==> config.mk <==
export PLATFORM = sky130hd
export DESIGN_NAME = epoch_seconds_to_calendar
export DESIGN_NICKNAME = d
export VERILOG_FILES = /design/src/sv/esc_pkg.sv /design/src/sv/esc_datapath.sv /design/src/sv/esc_ctrl.sv /design/src/sv/epoch_seconds_to_calendar.sv
export SDC_FILE = /design/constraint.sdc
export NUM_CORES = 1
export LEC_CHECK = 0
export BUFFER_PORTS_ARGS = -buffer_cell sky130_fd_sc_hd__buf_2
export CAP_MARGIN = 20
export CORE_AREA = 5 5 208 210
export DETAILED_ROUTE_END_ITERATION = 8
export DIE_AREA = 0 0 213 215
export PLACE_DENSITY = 0.82
export SYNTH_ARGS = -nofsm -noshare
export SYNTH_HDL_FRONTEND = slang
export SYNTH_SLANG_ARGS = --single-unit
==> constraint.sdc <==
create_clock -name clk -period 7.8 [get_ports clk]
set_input_delay 1.56 -clock clk [delete_from_list [all_inputs] [get_ports clk]]
set_output_delay 1.56 -clock clk [all_outputs]
set_load 0.02 [all_outputs]
==> src/sv/esc_pkg.sv <==
// esc_pkg: shared types, constants and table functions for the epoch seconds
// to calendar converter. Used by esc_ctrl, esc_datapath and the top level.
// Depends on nothing.
package esc_pkg;

  localparam int EpochYear   = 1904;
  localparam int SecsPerDay  = 86400;
  localparam int SecsPerHour = 3600;
  localparam int SecsPerMin  = 60;
  localparam int DaysPerYear = 365;
  localparam int DaysPer4Yr  = 4 * DaysPerYear + 1;
  localparam int CenturyLeap = 400;

  // Division by a constant: drop the power-of-two factor of the divisor, then
  // multiply by a rounded-up reciprocal of the odd part and keep the high bits.
  localparam int DayPreShift    = 7;         // 86400 = 2^7 * 675
  localparam int DayRecip       = 50903317;  // ceil(2^35 / 675)
  localparam int DayRecipShift  = 35;
  localparam int HourPreShift   = 4;         // 3600 = 2^4 * 225
  localparam int HourRecip      = 9321;      // ceil(2^21 / 225)
  localparam int HourRecipShift = 21;
  localparam int MinPreShift    = 2;         // 60 = 2^2 * 15
  localparam int MinRecip       = 1093;      // ceil(2^14 / 15)
  localparam int MinRecipShift  = 14;

  localparam logic [10:0] EpochYearVal = 11'(EpochYear);
  localparam logic [6:0]  EpochYoc     = 7'(EpochYear % 100);
  localparam logic [1:0]  EpochCentMod = 2'((EpochYear / 100) % (CenturyLeap / 100));

  typedef enum logic [2:0] {
    DP_NOP,
    DP_LOAD,
    DP_DIV,
    DP_REM,
    DP_YEAR4,
    DP_YEAR1,
    DP_MONTH,
    DP_CAPTURE
  } dp_op_t;

  typedef enum logic [1:0] {
    DIV_DAY,
    DIV_HOUR,
    DIV_MIN
  } div_sel_t;

  typedef struct packed {
    dp_op_t     op;
    div_sel_t   sel;
  } dp_cmd_t;

  typedef struct packed {
    logic blk_fit;
    logic yr_fit;
    logic mon_fit;
    logic last_month;
  } dp_stat_t;

  // Length of month m (1 = January) in days.
  function automatic logic [4:0] month_days(input logic [3:0] m, input logic leap);
    logic [4:0] len;
    case (m)
      4'd2:    len = leap ? 5'd29 : 5'd28;
      4'd4:    len = 5'd30;
      4'd6:    len = 5'd30;
      4'd9:    len = 5'd30;
      4'd11:   len = 5'd30;
      default: len = 5'd31;
    endcase
    return len;
  endfunction

endpackage

==> src/sv/esc_datapath.sv <==
// esc_datapath: reciprocal-multiply dividers, year/month walker and result
// register for the epoch seconds to calendar converter. Driven by esc_ctrl.
// Depends on esc_pkg.
module esc_datapath (
  input  logic             clk,
  input  logic [31:0]      in_epoch_seconds,
  input  esc_pkg::dp_cmd_t cmd,
  output esc_pkg::dp_stat_t stat,
  output logic [10:0]      out_cal_year,
  output logic [3:0]       out_cal_month,
  output logic [4:0]       out_cal_day,
  output logic [4:0]       out_cal_hour,
  output logic [5:0]       out_cal_minute,
  output logic [5:0]       out_cal_second
);
  import esc_pkg::*;

  logic [31:0] acc_r, acc_nxt;
  logic [15:0] days_r, days_nxt;
  logic [4:0]  hour_r, hour_nxt;
  logic [5:0]  minute_r, minute_nxt;
  logic [10:0] year_r, year_nxt;
  logic [6:0]  yoc_r, yoc_nxt;     // year within century
  logic [1:0]  cmod_r, cmod_nxt;   // century mod 4
  logic [3:0]  month_r, month_nxt;

  logic [10:0] o_year_r;
  logic [3:0]  o_month_r;
  logic [4:0]  o_day_r;
  logic [4:0]  o_hour_r;
  logic [5:0]  o_minute_r;
  logic [5:0]  o_second_r;

  logic [50:0] day_prod;
  logic [26:0] hour_prod;
  logic [20:0] min_prod;
  logic        leap;
  logic [10:0] blk_len;
  logic [8:0]  yr_len;
  logic [4:0]  mon_len;

  // Quotient products; the hour step sees a time of day below 2^17 and the
  // minute step a remainder below 2^12.
  assign day_prod  = 51'(acc_r[31:DayPreShift]) * 51'(DayRecip);
  assign hour_prod = 27'(acc_r[16:HourPreShift]) * 27'(HourRecip);
  assign min_prod  = 21'(acc_r[11:MinPreShift]) * 21'(MinRecip);

  // Full leap rule: multiple of 4, and century years only when century % 4 == 0.
  assign leap    = (yoc_r[1:0] == 2'd0) && ((yoc_r != 7'd0) || (cmod_r == 2'd0));
  assign blk_len = leap ? 11'(DaysPer4Yr) : 11'(DaysPer4Yr - 1);
  assign yr_len  = leap ? 9'(DaysPerYear + 1) : 9'(DaysPerYear);
  assign mon_len = month_days(month_r, leap);

  assign stat.blk_fit    = (days_r >= 16'(blk_len));
  assign stat.yr_fit     = (days_r >= 16'(yr_len));
  assign stat.mon_fit    = (days_r >= 16'(mon_len));
  assign stat.last_month = (month_r == 4'd12);

  always_comb begin
    acc_nxt    = acc_r;
    days_nxt   = days_r;
    hour_nxt   = hour_r;
    minute_nxt = minute_r;
    year_nxt   = year_r;
    yoc_nxt    = yoc_r;
    cmod_nxt   = cmod_r;
    month_nxt  = month_r;
    case (cmd.op)
      DP_LOAD: begin
        acc_nxt   = in_epoch_seconds;
        year_nxt  = EpochYearVal;
        yoc_nxt   = EpochYoc;
        cmod_nxt  = EpochCentMod;
        month_nxt = 4'd1;
      end
      DP_DIV: begin
        case (cmd.sel)
          DIV_DAY:  days_nxt   = day_prod[DayRecipShift +: 16];
          DIV_HOUR: hour_nxt   = hour_prod[HourRecipShift +: 5];
          DIV_MIN:  minute_nxt = min_prod[MinRecipShift +: 6];
          default:  minute_nxt = minute_r;
        endcase
      end
      DP_REM: begin
        case (cmd.sel)
          DIV_DAY:  acc_nxt = acc_r - 32'(days_r) * 32'(SecsPerDay);
          DIV_HOUR: acc_nxt = acc_r - 32'(hour_r) * 32'(SecsPerHour);
          DIV_MIN:  acc_nxt = acc_r - 32'(minute_r) * 32'(SecsPerMin);
          default:  acc_nxt = acc_r;
        endcase
      end
      DP_YEAR4: begin
        if (stat.blk_fit) begin
          days_nxt = days_r - 16'(blk_len);
          year_nxt = year_r + 11'd4;
          if (yoc_r >= 7'd96) begin
            yoc_nxt  = yoc_r - 7'd96;
            cmod_nxt = cmod_r + 2'd1;
          end else begin
            yoc_nxt = yoc_r + 7'd4;
          end
        end
      end
      DP_YEAR1: begin
        if (stat.yr_fit) begin
          days_nxt = days_r - 16'(yr_len);
          year_nxt = year_r + 11'd1;
          if (yoc_r == 7'd99) begin
            yoc_nxt  = 7'd0;
            cmod_nxt = cmod_r + 2'd1;
          end else begin
            yoc_nxt = yoc_r + 7'd1;
          end
        end
      end
      DP_MONTH: begin
        if (stat.mon_fit && !stat.last_month) begin
          days_nxt  = days_r - 16'(mon_len);
          month_nxt = month_r + 4'd1;
        end
      end
      default: begin
        acc_nxt = acc_r;
      end
    endcase
  end

  always_ff @(posedge clk) begin
    acc_r    <= acc_nxt;
    days_r   <= days_nxt;
    hour_r   <= hour_nxt;
    minute_r <= minute_nxt;
    year_r   <= year_nxt;
    yoc_r    <= yoc_nxt;
    cmod_r   <= cmod_nxt;
    month_r  <= month_nxt;
    if (cmd.op == DP_CAPTURE) begin
      o_year_r   <= year_r;
      o_month_r  <= month_r;
      o_day_r    <= days_r[4:0] + 5'd1;
      o_hour_r   <= hour_r;
      o_minute_r <= minute_r;
      o_second_r <= acc_r[5:0];
    end
  end

  assign out_cal_year   = o_year_r;
  assign out_cal_month  = o_month_r;
  assign out_cal_day    = o_day_r;
  assign out_cal_hour   = o_hour_r;
  assign out_cal_minute = o_minute_r;
  assign out_cal_second = o_second_r;

endmodule

==> src/sv/esc_ctrl.sv <==
// esc_ctrl: sequencer for the epoch seconds to calendar converter. Steps the
// datapath through division, year, month and capture phases; owns the handshakes.
// Depends on esc_pkg.
module esc_ctrl (
  input  logic              clk,
  input  logic              rst_n,
  input  logic              in_valid,
  output logic              in_ready,
  output logic              out_valid,
  input  logic              out_ready,
  input  esc_pkg::dp_stat_t stat,
  output esc_pkg::dp_cmd_t  cmd
);
  import esc_pkg::*;

  typedef enum logic [3:0] {
    S_IDLE,
    S_DIV_DAY,
    S_REM_DAY,
    S_DIV_HOUR,
    S_REM_HOUR,
    S_DIV_MIN,
    S_REM_MIN,
    S_YEAR4,
    S_YEAR1,
    S_MONTH,
    S_DONE
  } state_t;

  state_t     state_r, state_nxt;
  logic       out_valid_r, out_valid_nxt;

  assign in_ready  = rst_n && (state_r == S_IDLE);
  assign out_valid = out_valid_r;

  always_comb begin
    state_nxt     = state_r;
    out_valid_nxt = out_valid_r && !out_ready;
    cmd.op        = DP_NOP;
    cmd.sel       = DIV_DAY;
    case (state_r)
      S_IDLE: begin
        if (in_valid) begin
          cmd.op    = DP_LOAD;
          state_nxt = S_DIV_DAY;
        end
      end
      S_DIV_DAY: begin
        cmd.op    = DP_DIV;
        cmd.sel   = DIV_DAY;
        state_nxt = S_REM_DAY;
      end
      S_REM_DAY: begin
        cmd.op    = DP_REM;
        cmd.sel   = DIV_DAY;
        state_nxt = S_DIV_HOUR;
      end
      S_DIV_HOUR: begin
        cmd.op    = DP_DIV;
        cmd.sel   = DIV_HOUR;
        state_nxt = S_REM_HOUR;
      end
      S_REM_HOUR: begin
        cmd.op    = DP_REM;
        cmd.sel   = DIV_HOUR;
        state_nxt = S_DIV_MIN;
      end
      S_DIV_MIN: begin
        cmd.op    = DP_DIV;
        cmd.sel   = DIV_MIN;
        state_nxt = S_REM_MIN;
      end
      S_REM_MIN: begin
        cmd.op    = DP_REM;
        cmd.sel   = DIV_MIN;
        state_nxt = S_YEAR4;
      end
      S_YEAR4: begin
        cmd.op = DP_YEAR4;
        if (!stat.blk_fit) state_nxt = S_YEAR1;
      end
      S_YEAR1: begin
        cmd.op = DP_YEAR1;
        if (!stat.yr_fit) state_nxt = S_MONTH;
      end
      S_MONTH: begin
        cmd.op = DP_MONTH;
        if (!stat.mon_fit || stat.last_month) state_nxt = S_DONE;
      end
      S_DONE: begin
        // hold until the result register is free
        if (!out_valid_r || out_ready) begin
          cmd.op        = DP_CAPTURE;
          out_valid_nxt = 1'b1;
          state_nxt     = S_IDLE;
        end
      end
      default: begin
        state_nxt = S_IDLE;
      end
    endcase
  end

  always_ff @(posedge clk) begin
    if (!rst_n) begin
      state_r     <= S_IDLE;
      out_valid_r <= 1'b0;
    end else begin
      state_r     <= state_nxt;
      out_valid_r <= out_valid_nxt;
    end
  end

  a_accept_starts_div: assert property (@(posedge clk) disable iff (!rst_n)
    (in_valid && in_ready) |=> (state_r == S_DIV_DAY))
    else $error("accepted transaction did not start the day division");

  a_busy_not_ready: assert property (@(posedge clk) disable iff (!rst_n)
    (state_r != S_IDLE) |-> !in_ready)
    else $error("input ready while a transaction is in flight");

  a_out_hold: assert property (@(posedge clk) disable iff (!rst_n)
    (out_valid && !out_ready) |=> out_valid)
    else $error("result dropped before it was taken");

  a_capture_sets_valid: assert property (@(posedge clk) disable iff (!rst_n)
    (state_r == S_DONE && (!out_valid_r || out_ready)) |=> (out_valid_r && state_r == S_IDLE))
    else $error("capture did not present a result");

endmodule

==> src/sv/epoch_seconds_to_calendar.sv <==
// epoch_seconds_to_calendar: top level. Converts seconds since 1904-01-01
// 00:00:00 into Gregorian date and time of day. Depends on esc_pkg, esc_ctrl
// and esc_datapath.
//
//   channel | ports                                   | direction
//   --------+-----------------------------------------+----------
//   in      | in_valid, in_ready, in_epoch_seconds    | into block
//   out     | out_valid, out_ready, out_cal_*         | out of block
//
// Sequencing: one transaction at a time; the next accept comes in the cycle after
//   the capture at the earliest. The sequencer runs three divisions by constants
//   (quotient by reciprocal multiply, then remainder, each in its own state), then
//   walks 4-year blocks (up to 34), up to 3 single years and up to 11 months,
//   each walk ending in an exit step, and ends with one capture.
// Reset: synchronous, active low; clears the sequencer and output valid only.
// Stalls: the result register holds while out_ready is low; a new transaction is
//   accepted meanwhile, and only its capture waits for the register to drain.
module epoch_seconds_to_calendar (
  input  logic        clk,
  input  logic        rst_n,
  input  logic        in_valid,
  output logic        in_ready,
  input  logic [31:0] in_epoch_seconds,
  output logic        out_valid,
  input  logic        out_ready,
  output logic [10:0] out_cal_year,
  output logic [3:0]  out_cal_month,
  output logic [4:0]  out_cal_day,
  output logic [4:0]  out_cal_hour,
  output logic [5:0]  out_cal_minute,
  output logic [5:0]  out_cal_second
);
  import esc_pkg::*;

  // Command and status between sequencer and datapath
  dp_cmd_t  cmd;
  dp_stat_t stat;

  // Sequencer: owns both handshakes and walks the phases
  esc_ctrl u_ctrl (
    .clk       (clk),
    .rst_n     (rst_n),
    .in_valid  (in_valid),
    .in_ready  (in_ready),
    .out_valid (out_valid),
    .out_ready (out_ready),
    .stat      (stat),
    .cmd       (cmd)
  );

  // Datapath: divider, calendar walker and result register
  esc_datapath u_datapath (
    .clk              (clk),
    .in_epoch_seconds (in_epoch_seconds),
    .cmd              (cmd),
    .stat             (stat),
    .out_cal_year     (out_cal_year),
    .out_cal_month    (out_cal_month),
    .out_cal_day      (out_cal_day),
    .out_cal_hour     (out_cal_hour),
    .out_cal_minute   (out_cal_minute),
    .out_cal_second   (out_cal_second)
  );

endmodule

==> flow_metrics.py, run 1 <==
metrics = {
    "floorplanning": {
        "core_area_um2": 41400,
        "die_x_um": 213,
        "die_y_um": 215,
        "ios": 75,
        "start_util": 0.638,
        "die_area_um2": 45800,
        "rows": 75,
    },
    "finish": {
        "multi_input_area_um2": 20400,
        "drive_above_1_share": 0.0591,
        "layout_common_cells": "ha_1 (605), inv_1 (573), fa_1 (264)",
        "final_cells": 3467,
        "layout_commonest_cell": "ha_1",
        "register_area_um2": 3700,
        "num-nets-final": 3819,
        "final.fill_count": 3155,
        "area_growth_pct": 6.69,
    },
    "setup_path": {
        "worstReg2RegEnd": "u_datapath.days_r[5]",
        "cp_data_required_time_ns": 7.98,
        "worstPathArrival_ns": 7.63,
        "start_kind": "register",
        "ff2ff_path_depth": 21,
        "crit_type": "register to register",
        "cpMostUsedCell": "fa_1",
        "worstPathMaxFanout": 11,
        "endpoint_kind": "register",
        "cp_slowest_cell": "nor4_1",
        "r2r-start": "u_datapath.acc_r[30]",
        "path_cells": "inv_1 -> ha_1 -> fa_1 -> inv_1 -> fa_1 -> inv_1 -> fa_1 -> fa_1 -> inv_1 -> fa_1 -> ha_1 -> ha_1 -> nand3_1 -> nor3_1 -> nand4_1 -> a221oi_1 -> buf_4 -> nor4_1 -> o21ai_0 -> xnor2_1 -> o221ai_1",
        "cpLargestDelayFamily": "adder cells",
        "r2r_setup_slack_ns": 0.35,
        "critPathMaxStageDelay_ns": 0.83,
        "worst-path-buf-inv": 5,
    },
    "routing": {
        "drt_iter0_drc": 2332,
        "drc": 0,
        "wl_mm": 74.8,
        "wl_per_cell_um": 21.6,
        "avgViaCountPerCell": 6.29,
        "drtAntennaViolNets": 0,
        "via_count": 21794,
        "dr.pass1.iters": 7,
    },
    "timing": {
        "final.min_clock_period_ns": 7.45,
        "finalClockSkew_ns": 0.0105,
        "timing.final.crit_share": 0.956,
        "finalSetupViolations": 0,
        "fmax_mhz": 134,
        "setup_ws_ns": 0.345,
        "worst_pin_slew_ns": 1.16,
        "setup_tns_ns": 0,
        "drv_slew": 0,
        "rsz0062_at_grt": "no",
        "hold_viol_final": 0,
        "max_slew_margin": 0.215,
    },
    "synth": {
        "synth_top_flop_cell": "edfxtp_1",
        "yosysWarningCount": 0,
        "syn_inst": 2832,
        "ys_ff_latch": 125,
        "synth_area_um2": 26400,
        "synth_enable_flop_cells": 120,
        "syn-num-nets": 3737,
        "synthArstFlopShare": 0,
        "synth_cell_types": 83,
        "yosysSeqAreaShare": 0.140,
        "synth.avg_cell_area_um2": 9.32,
    },
    "clock_network": {
        "cts_resized": 0,
        "h-tree-depth": 4,
        "post-cts-setup-buffers": 0,
        "cts_buffer_depth": 2,
        "numCtsBuffers": 17,
        "holdBufCountCts": 0,
        "clock-sinks": 125,
        "cts-root-buf": "clkbuf_16",
        "tritoncts": "yes",
        "worstSkewPairLatency_ns": 0.44,
        "clk_pin_slew_ns": 0.07,
    },
    "hold_path": {
        "hold_path.class": "register to register",
        "whs_endpoint": "u_datapath.out_cal_second[0]",
        "whs_path_depth": 0,
        "hp-start": "u_datapath.acc_r[0]",
    },
    "status": {
        "status": "finished clean",
    },
    "placement": {
        "dp_hpwl_mm": 61.6,
        "pre_cts_ws_ns": 0.351,
        "portBuffers": 74,
        "dp_cells": 3433,
        "routabilityCongestion": 1.04,
    },
    "global_routing": {
        "antenna_found_initial": 1,
        "grt_usage": 0.322,
        "grt_pass1_wl_mm": 118,
        "overflow": 0,
        "grt_pass1_vias": 22407,
        "grt_max_degree": 39,
    },
    "job": {
        "maxCapViolCount": 0,
    },
}
## cells in the mapped netlist (all sizes together), types with 24 or more instances
library cell,count,area [um2]
a211oi,24,193
a21o,47,353
a21oi,149,746
clkbuf,48,180
edfxtp,120,3600
fa,264,5290
ha,605,7570
inv,573,2150
nand2,138,518
nand3,59,295
nor2,114,428
nor3,40,200
o21a,30,225
o21ai,115,576
xnor2,77,674
xor2,49,429
## layer usage
layer | up-vias | wire, um | GRT usage
li1 | 9896 | - | -
met4 | 0 | 3400 | 0.126
met5 | - | 0 | 0
met1 | 10561 | 29700 | 0.428
met2 | 1124 | 35100 | 0.527
met3 | 213 | 6580 | 0.0545
## kinds of logic after synthesis
kind of cell	count (synthesis)	synth area share
adders and majority gates	869	0.487
AOI/OAI and AO/OA	575	0.146
buffers and inverters	626	0.0891
DFF	125	0.140
muxes	6	0.00237
xor gates and xnor gates	126	0.0418
and+or+nand+nor	505	0.0932
## how the worst max path moves through the flow
stage | from | endpoint | slack, ns | cells past startpoint
after floorplan | u_datapath.acc_r[16] | u_datapath.days_r[11] | 1.29 | 20
after global placement | u_datapath.acc_r[30] | u_datapath.days_r[5] | 0.52 | 21
after detailed placement | u_datapath.acc_r[30] | u_datapath.days_r[5] | 0.35 | 21
after CTS | u_datapath.acc_r[30] | u_datapath.days_r[5] | 0.32 | 21
after global routing | u_datapath.acc_r[30] | u_datapath.days_r[5] | 0.14 | 21
final | u_datapath.acc_r[30] | u_datapath.days_r[5] | 0.35 | 21
## metrics by stage
step	hold WS, ns	util	cell area, um2
after floorplan	0.400	-	26400
after global placement	0.408	0.666	27600
after detailed placement	0.407	0.666	27600
after CTS	0.437	0.680	28100
after global routing	0.449	0.680	28200
final	0.438	0.680	28200
## flip-flops by register name (all words and copies together), names as in the netlist, 6 cells and up
register	flops
u_datapath.yoc_r	7
u_datapath.out_cal_minute	6
u_datapath.minute_r	6
u_datapath.out_cal_year	11
u_datapath.days_r	16
u_datapath.acc_r	32
u_datapath.year_r	11
u_datapath.out_cal_second	6
## layout make-up
type,count,share of cell area
diodes,1,0.0000889
flip-flops and latches,125,0.132
multi-input cells,2081,0.723
inverters,575,0.0767
repair buffers,114,0.0243
clock buffers,17,0.0151
clock inverters,15,0.00533
well taps,539,0.0240
Power of run 1 is not shown: default switching activity piles up to over one toggle a cycle in this logic, so the estimate is an artifact.
==> run 2, diff against run 1 <==
--- a/config.mk
+++ b/config.mk
@@ -11,6 +11,7 @@
 export DETAILED_ROUTE_END_ITERATION = 8
 export DIE_AREA = 0 0 213 215
 export PLACE_DENSITY = 0.82
+export RECOVER_POWER = 100
 export SYNTH_ARGS = -nofsm -noshare
 export SYNTH_HDL_FRONTEND = slang
 export SYNTH_SLANG_ARGS = --single-unit
==> run 2 against run 1 <==
- core utilization shrank 0.31 points
- non-clock buffer count is the same
- fmax shrank 0.45%
- first-iteration DRC count shrank 3.1%
- routed wire length shrank 0.15%
- critical path depth is the same
- the flow now finishes with violations (capacitance limit, slew limit)
- die area is the same
- clock skew is essentially flat
- clock-buffer cell count is the same
==> flow_metrics.py, run 2 (synthesis results as in run 1) <==
metrics = {
    "setup_path": {
        "critPathCapture": "u_datapath.days_r[5]",
        "r2r_setup_slack_ns": 0.31,
        "worstPathArrival_ns": 7.66,
        "endpoint_kind": "register",
        "worstPathMaxFanout": 11,
        "worstReg2RegEnd": "u_datapath.days_r[5]",
        "start_kind": "register",
        "crit_start": "u_datapath.acc_r[30]",
        "r2r-start": "u_datapath.acc_r[30]",
        "cp_data_required_time_ns": 7.97,
        "ff2ff_path_depth": 21,
        "crit_type": "register to register",
    },
    "global_routing": {
        "grt_pass1_vias": 22407,
        "grt_use_met1": 0.428,
        "grt_usage": 0.322,
        "use_met3": 0.0545,
        "use_met2": 0.527,
        "grt_pass1_wl_mm": 118,
        "busiest_layer": "met2",
        "grt_max_degree": 39,
        "overflow": 0,
        "antenna_found_initial": 1,
    },
    "timing": {
        "final.min_clock_period_ns": 7.49,
        "finalClockSkew_ns": 0.0106,
        "timing.final.crit_share": 0.960,
        "fmax_mhz": 134,
        "worst_pin_slew_ns": 1.85,
        "hold_viol_final": 0,
        "drv_slew": 109,
        "rsz0062_at_grt": "no",
        "max_slew_margin": -0.235,
        "setup_tns_ns": 0,
        "finalSetupViolations": 0,
    },
    "routing": {
        "drtAntennaViolNets": 0,
        "via_count": 21789,
        "avgViaCountPerCell": 6.28,
        "wl_per_cell_um": 21.5,
        "drc": 0,
        "wl_mm": 74.7,
        "dr.pass1.iters": 8,
        "drt_iter0_drc": 2259,
    },
    "floorplanning": {
        "start_util": 0.638,
        "die_x_um": 213,
        "die_y_um": 215,
        "ios": 75,
        "die_area_um2": 45800,
        "core_area_um2": 41400,
        "rows": 75,
    },
    "clock_network": {
        "clock-sinks": 125,
        "post-cts-setup-buffers": 0,
        "cts_buffer_depth": 2,
        "h-tree-depth": 4,
        "cts-root-buf": "clkbuf_16",
        "clk_pin_slew_ns": 0.07,
        "worstSkewPairLatency_ns": 0.44,
        "tritoncts": "yes",
        "cts_resized": 0,
        "holdBufCountCts": 0,
        "numCtsBuffers": 17,
    },
    "finish": {
        "largest_register_ffs": 32,
        "layout_common_cells": "ha_1 (605), inv_1 (573), fa_1 (264)",
        "final.fill_count": 3204,
        "regMostFlops": "u_datapath.acc_r",
        "drive_above_1_share": 0.0400,
        "num-nets-final": 3819,
        "layout_commonest_cell": "ha_1",
        "reg_top3": "u_datapath.acc_r x32, u_datapath.days_r x16",
        "final_cells": 3467,
        "area_growth_pct": 6.21,
    },
    "placement": {
        "dp_hpwl_mm": 61.6,
        "portBuffers": 74,
        "routabilityCongestion": 1.04,
        "dp_cells": 3433,
    },
    "status": {
        "failed_checks": "capacitance limit, slew limit",
        "status": "complete, but fails checks",
    },
    "hold_path": {
        "hold_path.class": "register to register",
        "hp-start": "u_datapath.acc_r[0]",
    },
    "job": {
        "maxCapViolCount": 4,
    },
}
## run 2: cell types whose count changed in the layout (fill, tap and decap cells not counted), sizes merged
cell    before  now
buf        114   64
clkbuf      17   67
## run 2: area by class of cell
type	count	area [um2]	share of cell area
Tap cell	539	674	0.0241
Inverter	575	2160	0.0770
Clock inverter	15	150	0.00536
Antenna cell	1	2.50	0.0000893
Timing Repair Buffer	114	583	0.0208
Clock buffer	17	425	0.0152
Sequential cell	125	3700	0.132
Multi-Input combinational cell	2081	20300	0.725
## run 2: metrics by stage
step	area (um2)	hold WS (ns)	utilization	setup slack, ns
after floorplan	26400	0.400	-	1.29
after global placement	27600	0.408	0.666	0.524
after detailed placement	27600	0.407	0.666	0.351
after CTS	28100	0.437	0.680	0.325
after global routing	28000	0.449	0.677	0.137
final	28000	0.438	0.677	0.311
## run 2: worst min path at each step
stage                                         to  cells after the start
floorplan           u_datapath.out_cal_second[0]                      0
global placement    u_datapath.out_cal_second[1]                      0
global route        u_datapath.out_cal_second[0]                      0
finish              u_datapath.out_cal_second[0]                      0
CTS                 u_datapath.out_cal_second[0]                      0
detailed placement  u_datapath.out_cal_second[0]                      0
## run 2: per-layer routing
metal / vias up / share of wire
met5: - / 0
met4: 0 / 0.045
met3: 211 / 0.091
met2: 1117 / 0.47
met1: 10574 / 0.40
li1: 9887 / -
## run 2: worst max-delay path, stage by stage, from the launching register on
cell and delay (ns):
edfxtp_1 0.77, inv_1 0.24, ha_1 0.39, fa_1 0.52
inv_1 0.06, fa_1 0.49, inv_1 0.06, fa_1 0.51
fa_1 0.63, inv_1 0.09, fa_1 0.48, ha_1 0.33
ha_1 0.41, nand3_1 0.13, nor3_1 0.08, nand4_1 0.10
a221oi_1 0.08, buf_4 0.17, nor4_1 0.83, o21ai_0 0.34
xnor2_1 0.33, o221ai_1 0.17
Power of run 2 is left out for the same reason.
